--- src/hw/rtl/rsmp_queue.sv ---
// Two-entry queue between front and back ends.
`timescale 1ns / 1ps
`default_nettype none
module rsmp_queue #(
  parameter int WIDTH = 37
) (
  input  wire logic             clk,
  input  wire logic             rst_n,
  input  wire logic             push,
  input  wire logic [WIDTH-1:0] push_data,
  output      logic             full,
  input  wire logic             pop,
  output      logic             not_empty,
  output      logic [WIDTH-1:0] pop_data
);

  logic [WIDTH-1:0] ent_r [2];
  logic             wptr_r, rptr_r;
  logic [1:0]       cnt_r;

  assign full      = (cnt_r == 2'd2);
  assign not_empty = (cnt_r != 2'd0);
  assign pop_data  = ent_r[rptr_r];

  always_ff @(posedge clk) begin
    if (push) begin
      ent_r[wptr_r] <= push_data;
    end
  end

  always_ff @(posedge clk) begin
    if (!rst_n) begin
      wptr_r <= 1'b0;
      rptr_r <= 1'b0;
      cnt_r  <= 2'd0;
    end else begin
      if (push) begin
        wptr_r <= !wptr_r;
      end
      if (pop) begin
        rptr_r <= !rptr_r;
      end
      case ({push, pop})
        2'b10:   cnt_r <= cnt_r + 2'd1;
        2'b01:   cnt_r <= cnt_r - 2'd1;
        default: ;
      endcase
    end
  end

endmodule
`default_nettype wire

--- config.mk ---
export PLATFORM = sky130hd
export DESIGN_NAME = rsmp_queue
export DESIGN_NICKNAME = d
export VERILOG_FILES = /design/src/hw/rtl/rsmp_queue.sv
export SDC_FILE = /design/constraint.sdc
export NUM_CORES = 1
export LEC_CHECK = 0
export BUFFER_PORTS_ARGS = -buffer_cell sky130_fd_sc_hd__clkbuf_2
export CAP_MARGIN = 25
export CORE_UTILIZATION = 51
export CTS_CLUSTER_SIZE = 24
export DETAILED_ROUTE_END_ITERATION = 7
export GPL_ROUTABILITY_DRIVEN = 0
export MAX_ROUTING_LAYER = met4
export PLACE_DENSITY = 0.79
export SYNTH_ARGS = -nofsm -noshare
export SYNTH_HDL_FRONTEND = slang
export SYNTH_SLANG_ARGS = --single-unit
--- constraint.sdc ---
create_clock -name clk -period 2.86 [get_ports clk]
set_input_delay 0.429 -clock clk [delete_from_list [all_inputs] [get_ports clk]]
set_output_delay 0.429 -clock clk [all_outputs]
set_load 0.02 [all_outputs]
# [Word level (Yosys, flattened, before mapping)]
# Memories as Yosys holds them, arrays and structs flattened. A register that Yosys moved wholly into a read port is not among the register bits.
# Cells that the tools add are included.
[totals] regBits=4 mem_bits_rw=74 inputBits=41 out_inout_bits=39 word_cells=18 mem_count=1
[classes] n_addsub=2 n_eq_ne=3 n_mux=5 reduce_logical=4
[memory_table] memory="ent_r" depth=2 word_bits=37 rd=1 rd_clocked_by_memory_dff=1 wr=1 line_no="17" rtl="logic [WIDTH-1:0] ent_r [2];"
[ops] operator="$eq A2 B2 Y1 const B" n=2
[ops] operator="$mux W1" n=4
[ops] operator="$pmux W2 S2" n=1
[ops] operator="$reduce_bool A2 Y1" n=2
[ops] operator="$add A2 B1 Y2 const B" n=1
[ops] operator="$eq A2 B1 Y1 const B" n=1
[ops] operator="$logic_not A1 Y1" n=2
[ops] operator="$sub A2 B1 Y2 const B" n=1

# [Longest topological paths before layout]
[depth] depth_word=3 mapped_depth=5 ltp_nobuf=5

# [Worst setup path after synthesis]
# No wires, ideal clock.
[synth_path] path_type="input to register" start="input push" end="memory ent_r[0][0] (enable)" t_arrival_ns=2.073 t_required_ns=2.427 setup_slack_ns=0.353 cell_stages=2 n_path_buf=0 path_cell_list="inv_1 > nor2_1"
[synth_via] elab_chain_cells=2
[synth_lines] item="from (decl)" line_no="9" rtl="input wire logic push,"
[synth_lines] item="$mux W1" line_no="26" rtl="if (push) begin"
[synth_lines] item="$mux W1 (implied by the code)" line_no="27" rtl="ent_r[wptr_r] <= push_data;"
[synth_lines] item="to (decl)" line_no="17"
# Every way passes these cells.

==> flow_metrics.env <==
export IMPL_drc=0
export IMPL_cts_tree="yes"
export IMPL_synth_seq_cells=79
export IMPL_wl_per_cell_um=15.3
export IMPL_ctsHtreeMaxLevel=3
export IMPL_postSynthNetCount=179
export IMPL_port_buffers=79
export IMPL_cts_root_buf="clkbuf_8"
export IMPL_grt_setup_unrepaired="no"
export IMPL_syn_inst=137
export IMPL_hpwl_um=3100
export IMPL_dieHeight_um=77.2
export IMPL_antenna_found_initial=0
export IMPL_ant_nets=0
export IMPL_cts_made_buffers=9
export IMPL_power_density_nw_per_um2=681
export IMPL_clkLatencyLatePin_ns=0.33
export IMPL_synthToLayoutAreaGrowth_pct=22.7
export IMPL_relSlewSlack_pct=41.4
export IMPL_layout_common_cells="clkbuf_2 (79), edfxtp_1 (74), mux2_2 (37)"
export IMPL_startpoint_type="flip-flop"
export IMPL_grt_use_total_pct=17.9
export IMPL_grt_pass1_vias=1584
export IMPL_crit_required_ns=2.43
export IMPL_fp_dieArea_um2=5960
export IMPL_num_rows=27
export IMPL_clock_skew_ns=0.00494
export IMPL_finalHoldViolations=0
export IMPL_ir_drop_v=0.000372
export IMPL_fmax_mhz=443
export IMPL_p_leak_nw=1.35
export IMPL_fillCellCount=429
export IMPL_drive_gt1_share_pct=58.1
export IMPL_grt_ovfl_total=0
export IMPL_fin_util_pct=64.7
export IMPL_core_region_area_um2=5470
export IMPL_setup_viol=0
export IMPL_design_area_um2=3540
export IMPL_end_kind="primary output"
export IMPL_crit_arrival_ns=1.83
export IMPL_first_pass_iters=4
export IMPL_slew_violations=0
export IMPL_timing_setup_tns_ns=0
export IMPL_pin_count=80
export IMPL_ys_seq_area_share_pct=80.5
export IMPL_finalWirelength_um=4600
export IMPL_tightest_slew_ns=0.878
export IMPL_hp_class="in2reg"
export IMPL_cts_hold_buf=0
export IMPL_cts_path_max_buffers=2
export IMPL_grt_max_degree=38
export IMPL_worst_setup_path_type="reg2out"
export IMPL_layout_commonest_cell="clkbuf_2"
export IMPL_layout_nets=266
export IMPL_cts_reportedPaths_clkPinSlew_ns=0.07
export IMPL_yosys_warnings=0
export IMPL_ctsResizeCount=0
export IMPL_fin_crit_ns=2.26
export IMPL_initialDrtViolationCount=34
export IMPL_grt_pass1_wl_um=7620
export IMPL_yosysUniqueCellTypes=18
export IMPL_avgSynthCellArea_um2=21.1
export IMPL_vias=1479
export IMPL_via_per_inst=4.91
export IMPL_clock_sinks=79
export IMPL_holdWs_ns=0.278
export IMPL_diodes=0
export IMPL_drv_cap=0
export IMPL_die_w_um=77.2
export IMPL_outcome="complete, no violations"
export IMPL_dpl_instance_area_um2=3360
export IMPL_synthesis_area_um2=2890
export IMPL_floorplan_initialDensity_pct=52.7
export IMPL_postCtsSetupRepairBufs=0
export IMPL_path_max_fanout=37
export IMPL_post_route_period_util_pct=79.0
[cell families (layout without fill, tap and decap cells)]
group,Yosys count,count (layout),synth area share [%]
buf+inv,5,97,1.08
fa+ha+maj,1,1,0.434
simple gates,9,9,1.95
xor+xnor,3,3,0.911
mux,37,37,14.4
compound gates,3,3,0.694
flops,79,79,80.5
[worst paths after layout]
kind,start,end,slack [ns],depth (start not counted)
worst max-delay path,flip-flop,pop_data[34],0.60,2
worst min-delay path,push_data[0],ent_r[0][0],0.28,1
worst max register to register,wptr_r,ent_r[1][26],1.34,1
worst min register to register,cnt_r[1],cnt_r[1],0.50,2
[flip-flops by register name, indices dropped and copies added, names as in the netlist, named ones only]
| signal | cells |
|---|---|
| ent_r | 74 |
| cnt_r | 2 |
| rptr_r | 1 |
| wptr_r | 1 |
[per-layer routing]
| layer | share of wire, % | up-vias | GRT usage, % | wire length (um) |
|---|---|---|---|---|
| li1 | - | 704 | - | - |
| met3 | 4.7 | 11 | 3.81 | 216 |
| met4 | 2.2 | 0 | 9.62 | 100 |
| met1 | 44 | 710 | 22.0 | 2000 |
| met5 | 0 | - | - | 0 |
| met2 | 50 | 54 | 27.9 | 2280 |
[metrics by stage]
| stage | total power [mW] | setup slack, ns | cells |
|---|---|---|---|
| after floorplan | 1.58 | 0.353 | 137 |
| after global placement | 1.68 | 0.914 | 285 |
| after detailed placement | 1.69 | 0.922 | 285 |
| after CTS | 2.44 | 0.539 | 301 |
| after global routing | 2.51 | 0.464 | 301 |
| final | 2.41 | 0.602 | 301 |
[final cells by class]
class | instances | area [um^2] | area share (%)
multi-input combinational | 53 | 541 | 15.3
sequential | 79 | 2320 | 65.6
tap | 72 | 90.1 | 2.54
clock inverter | 5 | 48.8 | 1.38
timing repair buffer | 80 | 403 | 11.4
inverter | 1 | 3.75 | 0.106
clock buffer | 11 | 131 | 3.71
[synth_stat cells (all sizes together)]
cell type,instances,area [um^2]
a21boi,1,7.51
and2b,1,8.76
and2,4,25.0
ha,1,12.5
or2,1,6.26
nor2,1,3.75
edfxtp,74,2220
o21ai,1,5.00
xor2,1,8.76
o21a,1,7.51
inv,1,3.75
buf,4,27.5
nor2b,1,6.26
or3,1,6.26
xnor2,2,17.5
dfxtp,5,100
mux2,37,417
[where the power goes]
group / switching (mW) / internal [mW] / total, mW
registers: 0.0365 / 1.33 / 1.37
clock network: 0.359 / 0.395 / 0.754
logic: 0.159 / 0.128 / 0.286
[critical path, cell delays in order (launching register included)]
cell	delay [ns]
dfxtp_2	0.89
mux2_2	0.43
clkbuf_2	0.16
Power figures use the tool's default switching activity.
