[config.mk]
export PLATFORM = sky130hd
export DESIGN_NAME = rsmp_front
export DESIGN_NICKNAME = d
export VERILOG_FILES = /design/src/hw/rtl/rsmp_pkg.sv /design/src/hw/rtl/rsmp_front.sv
export SDC_FILE = /design/constraint.sdc
export NUM_CORES = 1
export LEC_CHECK = 0
export BUFFER_PORTS_ARGS = -buffer_cell sky130_fd_sc_hd__buf_2
export CORE_ASPECT_RATIO = 0.5
export CORE_MARGIN = 5
export CORE_UTILIZATION = 30
export CTS_CLUSTER_SIZE = 40
export DETAILED_ROUTE_END_ITERATION = 10
export GPL_ROUTABILITY_DRIVEN = 1
export PLACE_DENSITY = 0.44
export SYNTH_ARGS = -nofsm -noshare
export SYNTH_HDL_FRONTEND = slang
export SYNTH_SLANG_ARGS = --single-unit
export TNS_END_PERCENT = 1
[constraint.sdc]
create_clock -name clk -period 12.8 [get_ports clk]
set_input_delay 1.28 -clock clk [delete_from_list [all_inputs] [get_ports clk]]
set_output_delay 1.28 -clock clk [all_outputs]
set_load 0.02 [all_outputs]
[src/hw/rtl/rsmp_pkg.sv]
// Package: shared types and register codes of the reservoir sampler.
`timescale 1ns / 1ps
`default_nettype none
package rsmp_pkg;

  localparam int CfgIndexW = 2;
  localparam int CfgDataW  = 8;

  localparam logic [CfgIndexW-1:0] REG_RES_SIZE  = 2'd0;
  localparam logic [CfgIndexW-1:0] REG_ASG_WIDTH = 2'd1;

  localparam logic [6:0] RES_SIZE_RST  = 7'd64;
  localparam logic [4:0] ASG_WIDTH_RST = 5'd1;

  localparam logic CMD_OFFER = 1'b0;
  localparam logic CMD_READ  = 1'b1;

  typedef struct packed {
    logic        cmd;
    logic [15:0] elem_value;
    logic [15:0] accept_draw;
    logic [5:0]  slot_draw;
    logic [5:0]  read_slot;
    logic [3:0]  read_pos;
  } in_item_t;

  typedef struct packed {
    logic [15:0] read_value;
    logic [6:0]  stored_count;
    logic        taken;
    logic        error_flag;
  } out_item_t;

  // Work for the back end: at most one store access plus the result flags.
  typedef struct packed {
    logic       wr;
    logic       rd;
    logic       taken;
    logic       err;
    logic [6:0] stored_count;
  } back_op_t;

endpackage
`default_nettype wire

[src/hw/rtl/rsmp_front.sv]
// Front end: config registers, record tracking and keep/replace decision.
`timescale 1ns / 1ps
`default_nettype none
module rsmp_front #(
  parameter int MAX_RECORDS = 64,
  parameter int MAX_WIDTH   = 16,
  parameter int ELEM_BITS   = 16,
  parameter int ADDR_W      = 10
) (
  input  wire logic                           clk,
  input  wire logic                           rst_n,
  input  wire logic                           cfg_valid,
  input  wire logic [rsmp_pkg::CfgIndexW-1:0] cfg_index,
  input  wire logic [rsmp_pkg::CfgDataW-1:0]  cfg_data,
  input  wire logic                           in_valid,
  output      logic                           in_ready,
  input  wire rsmp_pkg::in_item_t             in_data,
  input  wire logic                           q_full,
  output      logic                           q_push,
  output      rsmp_pkg::back_op_t             q_op,
  output      logic [ADDR_W-1:0]              q_addr,
  output      logic [ELEM_BITS-1:0]           q_wdata
);
  import rsmp_pkg::*;

  localparam int FILL_W = $clog2(MAX_RECORDS + 1);
  localparam int SLOT_W = (MAX_RECORDS > 1) ? $clog2(MAX_RECORDS) : 1;

  logic [6:0]        res_size_r;
  logic [4:0]        asg_width_r;
  logic [FILL_W-1:0] filled_r, filled_nxt;
  logic [31:0]       seen_r, seen_nxt;
  logic [3:0]        pos_r, pos_nxt;
  logic              take_r, take_nxt;
  logic [SLOT_W-1:0] slot_r, slot_nxt;

  logic [6:0]  k;
  logic [4:0]  w;
  logic [3:0]  pos0;
  logic [4:0]  pos_inc;
  logic        first;
  logic [31:0] seen_inc;
  logic [47:0] prod;
  logic [47:0] lim;
  logic        below_k;
  logic        rd_ok;
  logic        err;
  logic        accept;
  logic [31:0] elem32;

  always_comb begin
    if (res_size_r == 7'd0) begin
      k = 7'd1;
    end else if (32'(res_size_r) > MAX_RECORDS) begin
      k = 7'(MAX_RECORDS);
    end else begin
      k = res_size_r;
    end
    if (asg_width_r == 5'd0) begin
      w = 5'd1;
    end else if (32'(asg_width_r) > MAX_WIDTH) begin
      w = 5'(MAX_WIDTH);
    end else begin
      w = asg_width_r;
    end
  end

  assign accept   = in_valid && in_ready;
  assign in_ready = !q_full;
  assign pos0     = ({1'b0, pos_r} >= w) ? 4'd0 : pos_r;
  assign first    = (pos0 == 4'd0);
  assign seen_inc = (seen_r == 32'hFFFF_FFFF) ? seen_r : seen_r + 32'd1;
  assign prod     = 48'(in_data.accept_draw) * 48'(seen_inc);
  assign lim      = {25'd0, k, 16'd0};
  assign below_k  = 32'(filled_r) < 32'(k);
  assign pos_inc  = {1'b0, pos0} + 5'd1;
  assign elem32   = {16'd0, in_data.elem_value};

  always_comb begin
    filled_nxt = filled_r;
    seen_nxt   = seen_r;
    pos_nxt    = pos_r;
    take_nxt   = take_r;
    slot_nxt   = slot_r;
    err        = 1'b0;
    rd_ok      = 1'b0;
    q_addr     = '0;
    if (in_data.cmd == CMD_READ) begin
      rd_ok  = (32'(in_data.read_slot) < 32'(filled_r)) && ({1'b0, in_data.read_pos} < w);
      err    = !rd_ok;
      q_addr = ADDR_W'(32'(in_data.read_slot) * MAX_WIDTH + 32'(in_data.read_pos));
    end else begin
      if (first) begin
        seen_nxt = seen_inc;
        take_nxt = 1'b0;
        if (below_k) begin
          slot_nxt   = SLOT_W'(filled_r);
          take_nxt   = 1'b1;
          filled_nxt = filled_r + FILL_W'(1);
        end else if (prod < lim) begin
          if ({1'b0, in_data.slot_draw} < k) begin
            slot_nxt = SLOT_W'(in_data.slot_draw);
            take_nxt = 1'b1;
          end else begin
            err = 1'b1;
          end
        end
      end
      q_addr  = ADDR_W'(32'(slot_nxt) * MAX_WIDTH + 32'(pos0));
      pos_nxt = (pos_inc >= w) ? 4'd0 : pos_inc[3:0];
    end
  end

  always_comb begin
    q_push          = accept;
    q_op.wr         = (in_data.cmd == CMD_OFFER) && take_nxt;
    q_op.rd         = rd_ok;
    q_op.taken      = (in_data.cmd == CMD_OFFER) && take_nxt;
    q_op.err        = err;
    q_op.stored_count = 7'(filled_nxt);
    q_wdata         = elem32[ELEM_BITS-1:0];
  end

  always_ff @(posedge clk) begin
    if (!rst_n) begin
      res_size_r  <= RES_SIZE_RST;
      asg_width_r <= ASG_WIDTH_RST;
    end else if (cfg_valid) begin
      case (cfg_index)
        REG_RES_SIZE:  res_size_r  <= cfg_data[6:0];
        REG_ASG_WIDTH: asg_width_r <= cfg_data[4:0];
        default: ;
      endcase
    end
  end

  always_ff @(posedge clk) begin
    if (!rst_n) begin
      filled_r <= '0;
      seen_r   <= '0;
      pos_r    <= '0;
      take_r   <= 1'b0;
      slot_r   <= '0;
    end else if (accept) begin
      filled_r <= filled_nxt;
      seen_r   <= seen_nxt;
      pos_r    <= pos_nxt;
      take_r   <= take_nxt;
      slot_r   <= slot_nxt;
    end
  end

endmodule
`default_nettype wire

## Yosys cells after proc, flatten, opt, wreduce, memory -nomap -nowiden

Cells that the tools add are included.

- Register bits: 62
- Output and inout port bits: 39
- Word-level logic and storage cells: 65

- Add/subtract/negate cells: 5
- $mul: 1
- Order comparisons: 9
- Equality and inequality tests: 2
- Muxes and demuxes: 27
- Bitwise gates (word level): 1
- Reductions and logical operators: 13

Operators by type and width:

| cell | count |
|---|---|
| $lt 48x23->1 | 1 |
| $mul 16x32->48 | 1 |
| $mux 7 | 5 |
| $add 32x1->32 const B | 1 |
| $eq 32x32->1 const B | 1 |
| $mux 32 | 1 |
| $mux 6 | 5 |
| $add 10x4->10 | 2 |
| $lt 6x7->1 | 2 |
| $mux 1 | 11 |
| $mux 10 | 1 |
| $mux 5 | 2 |
| $mux 4 | 2 |
| $add 7x1->7 const B | 1 |
| $gt 7x7->1 const B | 1 |
| $logic_not 7->1 | 1 |
| $lt 7x7->1 | 1 |
| $reduce_and 2->1 | 3 |
| $add 4x1->5 const B | 1 |
| $ge 4x5->1 | 1 |
| $ge 5x5->1 | 1 |
| $gt 5x5->1 const B | 1 |
| $logic_not 5->1 | 1 |
| $lt 4x5->1 | 1 |
| other kinds (7) | 10 |

## Longest topological paths before layout

- Depth after elaboration: 11
- Gate-level depth with buffers: 43

## Least setup slack after synthesis

No wires, ideal clock.

- Path type: reg2out
- Start: register seen_r[0]
- End: output port q_op[10] in the netlist's numbering
- Arrival: 10.055 ns
- Slack: 1.465 ns
- Stages on the path, launching flop included: 43
- Cell sequence: dfxtp_1 > ha_1 > nand4_1 > nor4_1 > a211oi_1 > and3_1 > nand3_1 > nor2_1 > and3_1 > nand3_1 > xnor2_1 > clkbuf_1 > nand2_1 > fa_1 > fa_1 > fa_1 > inv_1 > fa_1 > [... 7 more ...] > nor2_1 > and3_1 > a2111o_1 > nor2_1 > o21ai_0 > xor2_1 > ha_1 > a21o_1 > a21oi_1 > o21ai_0 > a311oi_1 > o2111a_1 > o2111ai_1 > nor4_1 > nand3_1 > clkbuf_1 > o21ai_0 > buf_4

RTL lines:

| what | line | text |
|---|---|---|
| start, declared | rsmp_front.sv:32 | `logic [31:0] seen_r, seen_nxt;` |
| start signal, assigned | rsmp_front.sv:146 | `seen_r <= seen_nxt;` |
| end, declared | rsmp_front.sv:20 | `output rsmp_pkg::back_op_t q_op,` |

## Worst setup path in the final report

- Start: register seen_r[1]
- End: output port q_addr[5]

- Longest elaborated chain between the ends: 10
- Elaborated cells between the ends (all ways): 11
- Classes of those cells: add/sub (2); mul (1); order compare (1); eq/ne (1); mux (6)

RTL lines:

| what | line | text |
|---|---|---|
| $add 32x1->32 or $eq 32x32->1 (tied branches) | rsmp_front.sv:72 | `assign seen_inc = (seen_r == 32'hFFFF_FFFF) ? seen_r : seen_r + 32'd1;` |
| $mux 32 * | rsmp_front.sv:72 |  |
| $mul 16x32->48 * | rsmp_front.sv:73 | `assign prod = 48'(in_data.accept_draw) * 48'(seen_inc);` |
| $lt 48x23->1 * | rsmp_front.sv:100 | `end else if (prod < lim) begin` |
| $mux 6 * | rsmp_front.sv:100 |  |
| $mux 6 * | rsmp_front.sv:96 | `if (below_k) begin` |
| $mux 6 * | rsmp_front.sv:93 | `if (first) begin` |
| $mux 6 * | rsmp_front.sv:88 | `if (in_data.cmd == CMD_READ) begin` |
| $add 10x4->10 * | rsmp_front.sv:109 | `q_addr = ADDR_W'(32'(slot_nxt) * MAX_WIDTH + 32'(pos0));` |
| $mux 10 * | rsmp_front.sv:88 |  |
| end, declared | rsmp_front.sv:21 | `output logic [ADDR_W-1:0] q_addr,` |

Every way passes the cells marked *; elsewhere a longest branch is shown, timed or not. The select of a mux whose other input is x is not followed.

==> metrics <==
run status finished clean; fill count 7677; Crit Path Class register to output port; largest cells by area after synthesis fa_1 (39%), ha_1 (8.9%), inv_1 (8.3%); crit path capture q_addr[5]; switching share of total power 38.3%; Final Critical Period 12.10 ns; Yosys warning count 0; Final Cycle Share 94.5%; layout cells sized above 1 6.71%; Int Pwr 439 µW; clock network fraction of total power 32.8%; DR DRC count 0; Reg clk slew, reported paths 0.05 ns; Worst Reg-to-Reg Cells 35; Slew HR 32.9%; Final Hold Vio Count 0; number of synthesized flops with an enable pin 0; R2R Setup Slk 2.16 ns; startpoint types register; VDD IR max 0.0000523 V; Post-Syn Instances 2641; Leak 0.0107 µW; Vias 17400; Power Dens Cells 30.4 nW/µm²; Routed WL per cell 17.8 µm; WL final 63900 µm; synthesized flop and latch total 62; Max Cap Viol 0; Slew @ Worst Pin 1.01 ns; Syn Area/Cell 8.21 µm²; worst-skew pair later-pin latency 0.33 ns; CP most frequent cell fa_1; critical path's slowest cell or4_1; CP startpoint seen_r[1]; Max Buffers Root-to-Sink 2; max incr delay on CP 0.69 ns; post-synthesis cell area 21700 µm²; post-synth cell types 67; switching power 272 µW; Final setup viols 0; Initial Util 30.4%; Worst EP arrival 10.82 ns; Num CTS Buffers 9; Sequential Power Share 28.3%; Area Overhead vs Synth 8.03%; largest net degree at the start of global routing 63; clk_skew 0.00757 ns; CTS sink count 62; Top FF cell, synth dfxtp_1; Post-Synthesis Net Count 3277; worst r2r src seen_r[1]; Final Hold Slack 0.484 ns; GRT Util Overall 16.8%; fraction of registers with async set/reset 0%; Via-to-Cell Ratio 4.83; post-route ant nets 0; sequential share of the synthesized area 5.73%; Min-Delay Path Class register to register; FF-to-FF End slot_r[0]; clock root cell clkbuf_16; CP Capture Type output port; die area 78100 µm²; hpwl dp 52400 µm; Yosys top cell area share 38.5%; GPL Wtd Cong 0.927; Final Net Count 3270; maximum clock rate 0.0827 GHz; CTS tree built; vias in the first global route 18100; global route overflow 0; row count 69; Setup TNS Final 0 ns; wire length of the first global-routing pass 105000 µm; Synth area leader fa_1; worst endpoint required time 11.52 ns; initial antenna violation count 0; CTS Hold Bufs 0; core footprint 71300 µm²; combinational fraction of design power 38.9%; Die Ht 200 µm; total iterations of the first detailed-routing run 5; Max Slew Vio Count 0; htree depth 3; crit-path max FO 16; I/O Pins 103; port buffer count 69; starting DRC count in detailed routing 1002; Die Wd 390 µm; area of the multi-input gates 18000 µm²; storage element area 1240 µm²
## worst min-delay path by stage
stage                         from             end  cells past startpoint
finish              asg_width_r[0]  asg_width_r[0]                      2
global route        asg_width_r[0]  asg_width_r[0]                      2
CTS                 asg_width_r[0]  asg_width_r[0]                      2
detailed placement  asg_width_r[0]  asg_width_r[0]                      2
global placement    asg_width_r[0]  asg_width_r[0]                      2
floorplan           asg_width_r[0]  asg_width_r[0]                      2
## cell usage in the layout (no fill, tap or decap), types with 60 or more instances in the layout
cell type,count
ha_1,154
and2_1,241
o21ai_0,81
dfxtp_1,60
a21oi_1,88
buf_2,69
nor2_1,85
buf_4,61
fa_1,417
nand2_1,413
inv_1,482
## timing repair
item / in CTS / in global routing
setup endpoints to repair: 0 / 9
buffers inserted: 0 / 2
resized for setup: 0 / 13
endpoints found under the hold margin: 0 / 0
## cells in the mapped netlist (all sizes together), types with 4 or more instances
master / n
a211o: 5
a211oi: 13
a21boi: 13
a21o: 18
a21oi: 88
a22oi: 4
a31oi: 7
and2: 241
and3: 20
and4: 8
buf: 25
clkbuf: 125
dfxtp: 62
fa: 417
ha: 155
inv: 482
mux2i: 15
nand2: 413
nand2b: 11
nand3: 29
nand4: 43
nor2: 87
nor2b: 22
nor3: 26
nor3b: 7
nor4: 15
o2111ai: 6
o211a: 7
o211ai: 24
o21a: 15
o21ai: 82
o21bai: 4
o221a: 6
o22ai: 5
or2: 6
or3: 15
or4: 6
xnor2: 55
xor2: 26
## critical path, delay by kind of cell (launching register included)
family / cells / cell delay, ns
adder cells (fa/ha/maj): 8 / 3.83
XOR/XNOR: 1 / 0.20
AND/OR/NAND/NOR: 14 / 4.03
flip-flops: 1 / 0.40
AO/OA/AOI/OAI: 5 / 1.32
buffers and inverters: 7 / 0.70
## state kept, by name, summed over array words and instances (netlist names)
register	flops
pos_r	4
filled_r	7
asg_width_r	5
slot_r	6
take_r	1
res_size_r	7
seen_r	32
## power by group through the flow
stage               registers, µW  logic [µW]  clock network, µW
CTS                           201         276                240
finish                        201         277                233
floorplan                     204         189                  0
global route                  202         314                250
detailed placement            205         272                  0
global placement              205         273                  0
## metal layers
| layer | track usage, % | up-vias | routed length, µm |
|---|---|---|---|
| li1 | - | 8191 | - |
| met1 | 26.3 | 8782 | 33600 |
| met2 | 25.8 | 367 | 27100 |
| met3 | 2.00 | 38 | 2710 |
| met4 | 1.58 | 0 | 424 |
| met5 | 0 | - | 0 |
## metrics by stage
step	instances	instance area, µm²	total power (µW)	worst slack, ns	utilization, %
after CTS	3595	23300	717	0.0473	32.7
after global placement	3579	23100	478	0.514	32.3
after floorplan	2641	21700	392	1.46	-
after global routing	3597	23400	766	-0.000674	32.8
after detailed placement	3579	23100	477	0.479	32.3
final	3598	23400	711	0.703	32.8
## cells by family after synthesis
logic type | Yosys count | synth area share (%)
AOI/OAI and AO/OA | 320 | 9.64
buffers and inverters | 633 | 11.3
adders and majority gates | 572 | 47.5
xor gates and xnor gates | 81 | 3.27
DFF | 62 | 5.73
and+or+nand+nor | 956 | 21.8
muxes | 17 | 0.796
## layout make-up
cell class	instances	share of cell area (%)
sequential	62	5.31
inverter	483	7.74
clock inverter	4	0.0855
multi-input combinational	1946	77.0
antenna	1	0.0107
timing repair buffer	132	3.56
clock buffer	12	1.14
tap	958	5.12
Note: power is estimated with default switching activity, not from simulation.
